**src/rtl/i2cbb_pkg.sv**
```systemverilog
`timescale 1ns / 1ps
package i2cbb_pkg;

    localparam logic [2:0] MODE_START = 3'd0;
    localparam logic [2:0] MODE_STOP  = 3'd1;
    localparam logic [2:0] MODE_WRITE = 3'd2;
    localparam logic [2:0] MODE_READ  = 3'd3;
    localparam logic [2:0] MODE_SACK  = 3'd4;
    localparam logic [2:0] MODE_RACK  = 3'd5;

    localparam int S_TDATA_W = 24;
    localparam int M_TDATA_W = 16;

    typedef struct packed {
        logic [2:0] mode;
        logic [7:0] write_data;
        logic       ack_out;
        logic [7:0] bus_levels;
    } cmd_t;

    // queue head as seen by the sequencer
    typedef struct packed {
        logic valid;
        cmd_t cmd;
    } q_head_t;

endpackage

```
**src/rtl/i2cbb_cmd_queue.sv**
```systemverilog
`timescale 1ns / 1ps
module i2cbb_cmd_queue
    import i2cbb_pkg::*;
(
    input  logic                 aclk,
    input  logic                 aresetn,
    input  logic                 s_tvalid,
    output logic                 s_tready,
    input  logic [S_TDATA_W-1:0] s_tdata,   // mode[2:0], write_data[10:3], ack_out[11], bus_levels[19:12]
    output q_head_t              head,
    input  logic                 pop
);

    cmd_t       mem_reg [2];
    logic       wr_ptr_reg;
    logic       rd_ptr_reg;
    logic [1:0] count_reg;
    cmd_t       cmd_in;
    logic       push;
    logic       do_pop;

    assign cmd_in.mode       = s_tdata[2:0];
    assign cmd_in.write_data = s_tdata[10:3];
    assign cmd_in.ack_out    = s_tdata[11];
    assign cmd_in.bus_levels = s_tdata[19:12];

    assign s_tready = (count_reg != 2'd2);
    // unused mode codes cause no pin write and are dropped here
    assign push     = s_tvalid && s_tready && (cmd_in.mode <= MODE_RACK);
    assign do_pop   = pop && (count_reg != 2'd0);

    assign head.valid = (count_reg != 2'd0);
    assign head.cmd   = mem_reg[rd_ptr_reg];

    always_ff @(posedge aclk) begin
        if (push) begin
            mem_reg[wr_ptr_reg] <= cmd_in;
        end
    end

    always_ff @(posedge aclk) begin
        if (!aresetn) begin
            wr_ptr_reg <= 1'b0;
            rd_ptr_reg <= 1'b0;
            count_reg  <= 2'd0;
        end else begin
            if (push) begin
                wr_ptr_reg <= ~wr_ptr_reg;
            end
            if (do_pop) begin
                rd_ptr_reg <= ~rd_ptr_reg;
            end
            case ({push, do_pop})
                2'b10:   count_reg <= count_reg + 2'd1;
                2'b01:   count_reg <= count_reg - 2'd1;
                default: count_reg <= count_reg;
            endcase
        end
    end

endmodule

```
**src/rtl/i2cbb_pin_seq.sv**
```systemverilog
`timescale 1ns / 1ps
module i2cbb_pin_seq
    import i2cbb_pkg::*;
(
    input  logic                 aclk,
    input  logic                 aresetn,
    input  q_head_t              head,
    output logic                 pop,
    output logic                 m_tvalid,
    input  logic                 m_tready,
    output logic [M_TDATA_W-1:0] m_tdata,   // scl_level[0], sda_level[1], sample_point[2], read_data[10:3]
    output logic                 m_tlast
);

    logic                 busy_reg, busy_next;
    logic [2:0]           mode_reg;
    logic [7:0]           shift_reg;
    logic                 ack_reg;
    logic [7:0]           bus_reg;
    logic [1:0]           ph_reg, ph_next;
    logic [2:0]           bit_reg, bit_next;
    logic                 scl_reg, sda_reg;
    logic                 m_tvalid_reg;
    logic [M_TDATA_W-1:0] m_tdata_reg;
    logic                 m_tlast_reg;

    logic       advance, load;
    logic       is_scl, lvl, smp, fin;
    logic [7:0] rdata;
    logic       scl_new, sda_new;

    always_comb begin
        is_scl   = 1'b0;
        lvl      = 1'b1;
        smp      = 1'b0;
        fin      = 1'b0;
        rdata    = 8'd0;
        ph_next  = ph_reg + 2'd1;
        bit_next = bit_reg;
        unique case (mode_reg)
            MODE_START: begin
                is_scl = ph_reg[0];
                lvl    = ~ph_reg[1];
                fin    = (ph_reg == 2'd3);
            end
            MODE_STOP: begin
                is_scl = ~ph_reg[0];
                lvl    = ph_reg[1];
                fin    = (ph_reg == 2'd3);
            end
            MODE_WRITE: begin
                is_scl = (ph_reg != 2'd0);
                lvl    = (ph_reg == 2'd0) ? shift_reg[7] : (ph_reg == 2'd1);
                fin    = (ph_reg == 2'd2) && (bit_reg == 3'd7);
                if (ph_reg == 2'd2) begin
                    ph_next  = 2'd0;
                    bit_next = bit_reg + 3'd1;
                end
            end
            MODE_READ: begin
                is_scl = (ph_reg != 2'd0);
                lvl    = (ph_reg != 2'd2);
                smp    = (ph_reg == 2'd1);
                fin    = (ph_reg == 2'd2) && (bit_reg == 3'd7);
                rdata  = fin ? bus_reg : 8'd0;
                if (ph_reg == 2'd2) begin
                    ph_next  = 2'd1;
                    bit_next = bit_reg + 3'd1;
                end
            end
            MODE_SACK: begin
                is_scl = (ph_reg != 2'd0);
                lvl    = (ph_reg == 2'd0) ? ack_reg : (ph_reg == 2'd1);
                fin    = (ph_reg == 2'd2);
            end
            MODE_RACK: begin
                is_scl = (ph_reg != 2'd0);
                lvl    = (ph_reg != 2'd2);
                smp    = (ph_reg == 2'd1);
                fin    = (ph_reg == 2'd2);
                rdata  = fin ? {7'd0, bus_reg[7]} : 8'd0;
            end
            default: begin
                fin = 1'b1;
            end
        endcase
    end

    assign advance = busy_reg && (!m_tvalid_reg || m_tready);
    assign load    = head.valid && (!busy_reg || (advance && fin));
    assign pop     = load;
    assign scl_new = is_scl ? lvl : scl_reg;
    assign sda_new = is_scl ? sda_reg : lvl;

    always_comb begin
        busy_next = busy_reg;
        if (load) begin
            busy_next = 1'b1;
        end else if (advance && fin) begin
            busy_next = 1'b0;
        end
    end

    always_ff @(posedge aclk) begin
        if (!aresetn) begin
            busy_reg     <= 1'b0;
            ph_reg       <= 2'd0;
            bit_reg      <= 3'd0;
            scl_reg      <= 1'b1;
            sda_reg      <= 1'b1;
            m_tvalid_reg <= 1'b0;
        end else begin
            busy_reg <= busy_next;
            if (load) begin
                ph_reg  <= 2'd0;
                bit_reg <= 3'd0;
            end else if (advance) begin
                ph_reg  <= ph_next;
                bit_reg <= bit_next;
            end
            if (advance) begin
                scl_reg      <= scl_new;
                sda_reg      <= sda_new;
                m_tvalid_reg <= 1'b1;
            end else if (m_tready) begin
                m_tvalid_reg <= 1'b0;
            end
        end
    end

    always_ff @(posedge aclk) begin
        if (load) begin
            mode_reg  <= head.cmd.mode;
            shift_reg <= head.cmd.write_data;
            ack_reg   <= head.cmd.ack_out;
            bus_reg   <= head.cmd.bus_levels;
        end else if (advance && (mode_reg == MODE_WRITE) && (ph_reg == 2'd2)) begin
            shift_reg <= {shift_reg[6:0], 1'b0};
        end
        if (advance) begin
            m_tdata_reg <= {5'd0, rdata, smp, sda_new, scl_new};
            m_tlast_reg <= fin;
        end
    end

    assign m_tvalid = m_tvalid_reg;
    assign m_tdata  = m_tdata_reg;
    assign m_tlast  = m_tlast_reg;

endmodule

```
**src/rtl/i2c_bitbang_master_sequencer.sv**
```systemverilog
`timescale 1ns / 1ps
// Bit-level I2C master: each input item is one bus command and every pin write comes out as one
// result item carrying both pin levels. One result leaves per clock while the output is taken
// and a command is in hand; a command gives 4 (start, stop), 24 (write byte), 17 (read byte) or
// 3 (send/read ack) results, and when the queue already holds the next command, it is loaded as
// the previous one's last result is registered, with no gap. A two-entry command queue in front
// lets new commands be taken while a run is still going. Mode codes 6 and 7 produce nothing.
module i2c_bitbang_master_sequencer
    import i2cbb_pkg::*;
(
    input  logic                 aclk,
    input  logic                 aresetn,
    input  logic                 s_tvalid,
    output logic                 s_tready,
    input  logic [S_TDATA_W-1:0] s_tdata,   // mode[2:0], write_data[10:3], ack_out[11], bus_levels[19:12]
    output logic                 m_tvalid,
    input  logic                 m_tready,
    output logic [M_TDATA_W-1:0] m_tdata,   // scl_level[0], sda_level[1], sample_point[2], read_data[10:3]
    output logic                 m_tlast
);

    q_head_t head;
    logic    pop;

    i2cbb_cmd_queue u_queue (
        .aclk     (aclk),
        .aresetn  (aresetn),
        .s_tvalid (s_tvalid),
        .s_tready (s_tready),
        .s_tdata  (s_tdata),
        .head     (head),
        .pop      (pop)
    );

    i2cbb_pin_seq u_seq (
        .aclk     (aclk),
        .aresetn  (aresetn),
        .head     (head),
        .pop      (pop),
        .m_tvalid (m_tvalid),
        .m_tready (m_tready),
        .m_tdata  (m_tdata),
        .m_tlast  (m_tlast)
    );

endmodule

```
**config.mk**
```make
export PLATFORM = sky130hd
export DESIGN_NAME = i2c_bitbang_master_sequencer
export DESIGN_NICKNAME = d
export VERILOG_FILES = /design/src/rtl/i2cbb_pkg.sv /design/src/rtl/i2cbb_cmd_queue.sv /design/src/rtl/i2cbb_pin_seq.sv /design/src/rtl/i2c_bitbang_master_sequencer.sv
export SDC_FILE = /design/constraint.sdc
export NUM_CORES = 1
export LEC_CHECK = 0
export BUFFER_PORTS_ARGS = -buffer_cell sky130_fd_sc_hd__buf_2
export CORE_MARGIN = 2
export CORE_UTILIZATION = 50
export CTS_CLUSTER_DIAMETER = 60
export CTS_CLUSTER_SIZE = 40
export DETAILED_ROUTE_END_ITERATION = 8
export GPL_ROUTABILITY_DRIVEN = 0
export HOLD_SLACK_MARGIN = 0.08
export PLACE_DENSITY = 0.77
export SYNTH_ARGS = -nofsm -noshare
export SYNTH_HDL_FRONTEND = slang
export SYNTH_SLANG_ARGS = --single-unit
```
**constraint.sdc**
```tcl
create_clock -name aclk -period 3.3 [get_ports aclk]
set_input_delay 0.825 -clock aclk [delete_from_list [all_inputs] [get_ports aclk]]
set_output_delay 0.825 -clock aclk [all_outputs]
set_load 0.01 [all_outputs]
```
==> Word-level counts from Yosys, hierarchy flattened <==
Memory sizes are Yosys's and may differ from the RTL's. A register that Yosys moved wholly into a read port is not among the register bits.
Cells that the tools add are included.
{ "word_totals": {"memories": 1, "latchBits": 0, "elab_cells": 92, "ram_bits": 40, "output_inout_bits": 19, "register_bits": 45, "inputBits": 28, "rom_bits": 0} }
{ "classes": {"bitwise_logic": 5, "div": 0, "n_mux": 24, "reduce_logical": 28, "eq_ne": 13, "magnitude_cmp": 1, "n_addsub": 4, "n_shift": 0, "mul": 0} }
{ "memory_table": {"columns": ["name", "words", "word_bits", "rd", "rd_clocked_by_memory_dff", "wr", "line_no", "text"], "rows": [
  ["u_queue.mem_reg", 2, 20, 1, 1, 1, "i2cbb_cmd_queue.sv:14", "cmd_t mem_reg [2];"]
]} }
{ "op_table": {"columns": ["op", "count"], "rows": [
  ["8-bit two-way mux", 3],
  ["8-bit case mux with 2 select lines", 1],
  ["1-bit two-way mux", 13],
  ["2-bit nonzero test", 6],
  ["2-bit OR reduction", 5],
  ["3-bit equality test, second input constant", 3],
  ["1-bit logical AND", 9],
  ["2-bit case mux with 2 select lines", 2],
  ["2-bit equality test, second input constant", 3],
  ["3-bit by 2-bit equality test with 1-bit output, second input constant", 2],
  ["1-bit case mux with 3 select lines", 2],
  ["1-bit inverter", 5],
  ["1-bit case mux with 5 select lines", 1],
  ["2-bit by 1-bit adder with 2-bit output, second input constant", 2],
  ["2-bit by 1-bit equality test with 1-bit output, second input constant", 2],
  ["2-bit two-way mux", 2],
  ["2-bit != test, second input constant", 2],
  ["4-bit OR reduction", 1],
  ["3-bit by 1-bit adder with 3-bit output, second input constant", 1],
  ["3-bit by 1-bit equality test with 1-bit output, second input constant", 1],
  ["3-bit <= comparator, second input constant", 1],
  ["3-bit zero test", 1],
  ["3-bit AND reduction", 1],
  ["1-bit zero test", 2],
  ["3 further kinds", 4]
]} }

==> Depth between registers and ports, before layout <==
{ "logic_depth": {"depth_word": 9, "mapped_depth": 11, "mapped_depth_nobuf": 10} }

==> Cells and area by module <==
From an unflattened synthesis, not the netlist that was laid out.
{ "hier_totals": {"hier_cells": 256, "hier_area_um2": 3672.3} }
{ "by_module_without_submodules": {"columns": ["module", "cells_each", "area_per_inst_um2", "instances"], "rows": [
  ["i2cbb_pin_seq", 168, 1999.4, 1],
  ["i2cbb_cmd_queue", 88, 1672.9, 1]
]} }

==> Worst setup path before layout <==
OpenSTA, ideal clock, no wires.
{ "synth_path": {"kind": "register to register", "from": "register u_seq.ph_reg[0]", "to": "register u_queue.count_reg[1]", "required_ps": 3230, "setup_ps": 70, "path_slack_ps": 410, "path_buffers": 1, "arrival_time_ps": 2820, "stages_incl_launch_ff": 11, "cell_sequence": "dfxtp_1 > inv_1 > ha_1 > a21o_1 > a2111oi_4 > or2_4 > buf_6 > inv_1 > ha_1 > or3_1 > a21oi_1"} }
{ "synth_between": {"elab_chain_len": 9} }
{ "synth_rtl": {"columns": ["item", "line_no", "text"], "rows": [
  ["start, declared", "i2cbb_pin_seq.sv:20", "logic [1:0] ph_reg, ph_next;"],
  ["start signal, assigned", "i2cbb_pin_seq.sv:118", "ph_reg <= ph_next;"],
  ["2-bit equality test", null, null],
  ["1-bit logical AND", "i2cbb_pin_seq.sv:54, i2cbb_pin_seq.sv:64", null],
  ["1-bit case mux with 3 select lines *", "i2cbb_pin_seq.sv:40", "unique case (mode_reg)"],
  ["1-bit logical AND *", "i2cbb_pin_seq.sv:90", "assign load = head.valid && (!busy_reg || (advance && fin));"],
  ["1-bit logical OR *", "i2cbb_pin_seq.sv:90", null],
  ["1-bit logical AND *", "i2cbb_pin_seq.sv:90", null],
  ["via pop", "i2c_bitbang_master_sequencer.sv:23", "logic pop;"],
  ["1-bit logical AND *", "i2cbb_cmd_queue.sv:30", "assign do_pop = pop && (count_reg != 2'd0);"],
  ["2-bit by 1-bit equality test with 1-bit output / 2-bit equality test (equally long branches)", "i2cbb_cmd_queue.sv:53", "case ({push, do_pop})"],
  ["2-bit case mux with 2 select lines / 2-bit nonzero test (equally long branches)", null, null],
  ["end signal, assigned", "i2cbb_cmd_queue.sv:54", "2'b10: count_reg <= count_reg + 2'd1;"],
  ["end signal, assigned", "i2cbb_cmd_queue.sv:55", "2'b01: count_reg <= count_reg - 2'd1;"],
  ["end signal, assigned", "i2cbb_cmd_queue.sv:56", "default: count_reg <= count_reg;"],
  ["end, declared", "i2cbb_cmd_queue.sv:17", "logic [1:0] count_reg;"]
]} }
Mark *: on every way through the listed nets, which the timed path passes. The rest lies on a longest branch.
A chain may end at the register's enable or synchronous reset.

==> Worst setup path in the final report <==
Ends and elaborated chain as after synthesis.

==> impl_metrics.tcl <==
set metrics [dict create \
    die_w_microns 88.3 \
    place_worst_setup_slack_ns 0.508 \
    die_h_microns 88.3 \
    crit_required_ns 3.59 \
    fin_area_sq_um 4020 \
    rsz0062_at_grt "false" \
    path_class "reg2reg" \
    drc 0 \
    netlist.area_leader.share 0.609 \
    fillers 540 \
    root_buffer "clkbuf_8" \
    slew_headroom 0.178 \
    vias 2026 \
    yosys.area.top_type "edfxtp_1" \
    final_cells 383 \
    max_freq_ghz 0.357 \
    synth_area_sq_um 3550 \
    slowest_stage "dfxtp_1" \
    place_hpwl_mm 3.75 \
    cts_setup_buffers 0 \
    synth_area_leaders "edfxtp_1 (61%), dfxtp_1 (7.9%), mux2_2 (4.4%), ha_1 (3.2%), mux2i_1 (2.8%)" \
    path_max_fanout 15 \
    fp-row-count 30 \
    drt_iter0_markers 164 \
    start_util 0.520 \
    finalWorstSetupSlack_ns 0.499 \
    clk_latency_ns 0.36 \
    slew_violations 0 \
    io_buffers 37 \
    worst_r2r_endpoint "u_queue.count_reg[1]" \
    core_sq_um 6830 \
    synth-main-ff-cell "edfxtp_1" \
    area_delta_synth_final_pct 13.2 \
    clk_pin_slew_ns 0.09 \
    final_core_util 0.588 \
    wl_mm 5.55 \
    tns_ns 0 \
    cts.hold.buffers_added 0 \
    layout.nets 319 \
    avgSynthCellArea_sq_um 15.2 \
    vias_per_cell 5.29 \
    largest_register_ffs 40 \
    endpoint_kind "flip-flop" \
    fin_crit_ns 2.80 \
    ys_types 45 \
    dieArea_sq_um 7790 \
    whs_path_depth 2 \
    cts-buffers-inserted 9 \
    first_global_vias 1907 \
    cts.htree.levels 3 \
    dp.cells 367 \
    reg2reg_setup_slack_ns 0.50 \
    first_pass_iters 4 \
    whs_ns 0.516 \
    overflow 0 \
    dpl_cell_area_sq_um 3840 \
    worst_pin_slew_ns 1.22 \
    antenna_cells 0 \
    synth_edf_count 72 \
    drive_gt1_frac 0.303 \
    synth_seq_cells 86 \
    grt_antenna_before_repair 0 \
    hold_viol 0 \
    grt_start_max_net_pins 21 \
    async_reset_ff_frac 0 \
    start_kind "flip-flop" \
    ios 47 \
    hp-class "reg2reg" \
    wl_per_cell_microns 14.5 \
    r2r-start "u_seq.ph_reg[0]" \
    skew_ns 0.00793 \
    cp.arrival_ns 3.09 \
    cts_resized 0 \
    clockBufferDepth 2 \
    synthCells 234 \
    period_share 0.849 \
    grt.total_usage 0.159 \
    hp-start "u_queue.rd_ptr_reg" \
    whs_endpoint "u_queue.rd_ptr_reg" \
    crit_chain "inv_1 -> ha_1 -> a21o_1 -> a2111oi_4 -> or2_4 -> inv_1 -> ha_1 -> or3_1 -> a21oi_1" \
    ys_warn_count 0 \
    clkSinkCount 86 \
    status "finished clean" \
    cellPowerDensity_nw_per_um2 796 \
    setup_viol 0 \
    p_leak_nw 1.48 \
    cts_tree "built" \
    yosysSeqAreaShare 0.688 \
    crit_path_max_incr_delay_ns 0.47 \
    power_mw 3.20 \
    ant_nets 0 \
    rr_worst_depth 9 \
    ir_worst_vdd_v 0.000398 \
    grt_pass1_wl_mm 9.07 \
    cap_violations 0 \
]
## report_power, final
group	switching [mW]	internal [mW]	leakage, nW
Combinational	0.492	0.374	0.611
Sequential	0.156	1.52	0.787
Clock	0.376	0.280	0.0837
Total	1.02	2.17	1.48
## Yosys cell counts (4+ instances only)
cell / count
a31oi_1: 4
ha_1: 9
dfxtp_1: 14
mux2_2: 14
buf_4: 5
nand2_1: 5
o21ai_0: 19
mux2i_1: 10
a21oi_1: 6
edfxtp_1: 72
nor2_1: 9
xnor2_1: 4
inv_1: 7
and2_1: 7
## kinds of logic (layout without fill, tap and decap cells)
| logic type | count (synthesis) | count (layout) | share of synthesized area |
|---|---|---|---|
| muxes | 24 | 24 | 0.0726 |
| DFF | 86 | 86 | 0.688 |
| xor gates and xnor gates | 6 | 6 | 0.0148 |
| AOI/OAI and AO/OA | 44 | 44 | 0.0849 |
| buffers and inverters | 17 | 66 | 0.0275 |
| other | 1 | 5 | 0.00106 |
| and+or+nand+nor | 47 | 47 | 0.0793 |
| adders and majority gates | 9 | 9 | 0.0317 |
## per-layer routing
metal,GRT usage,part of all wire
met1,0.194,0.42
met2,0.264,0.51
met3,0.0345,0.051
met4,0.0882,0.023
met5,0,0
## cell type report
class,count,area [sq um],area share
sequential,86,2440,0.608
multi-input combinational,135,1020,0.255
timing repair buffer,43,230,0.0573
clock buffer,10,128,0.0318
tap,96,120,0.0299
clock inverter,6,46.3,0.0115
inverter,7,26.3,0.00654
## worst max-delay path: cells and delay by family (launching register included)
family                     cells  cell delay (ns)
DFF                            1             0.47
and+or+nand+nor                2             0.65
AOI/OAI and AO/OA              3             0.76
buffers and inverters          2             0.20
adders and majority gates      2             0.64
## placed cells by master, fill, tap and decap left out, drive strengths merged, types with 2 or more instances in the layout
cell type	n
dfxtp	14
o22ai	2
mux2i	10
a21oi	6
and2	8
nand2	5
or3	2
or2b	2
xor2	2
nand3	3
a211oi	3
o2111a	2
o221a	2
clkbuf	10
nand2b	3
edfxtp	72
clkinvlp	2
nor2	9
conb	5
xnor2	4
or2	2
and3	6
a31oi	4
nor2b	2
ha	9
inv	10
mux2	14
o21ai	19
buf	43
## worst max path at each step
stage	from	end	slack, ns	cells past startpoint
2_1_floorplan	u_seq.ph_reg[0]	u_queue.count_reg[1]	0.41	10
3_3_place_gp	u_seq.ph_reg[0]	u_queue.count_reg[1]	0.60	9
3_5_place_dp	u_seq.ph_reg[0]	u_queue.count_reg[1]	0.51	9
4_1_cts	u_seq.ph_reg[0]	u_queue.count_reg[1]	0.49	9
5_1_grt	u_seq.ph_reg[0]	u_queue.count_reg[1]	0.34	9
6_report	u_seq.ph_reg[0]	u_queue.count_reg[1]	0.50	9
Power figures use the tool's default switching activity.
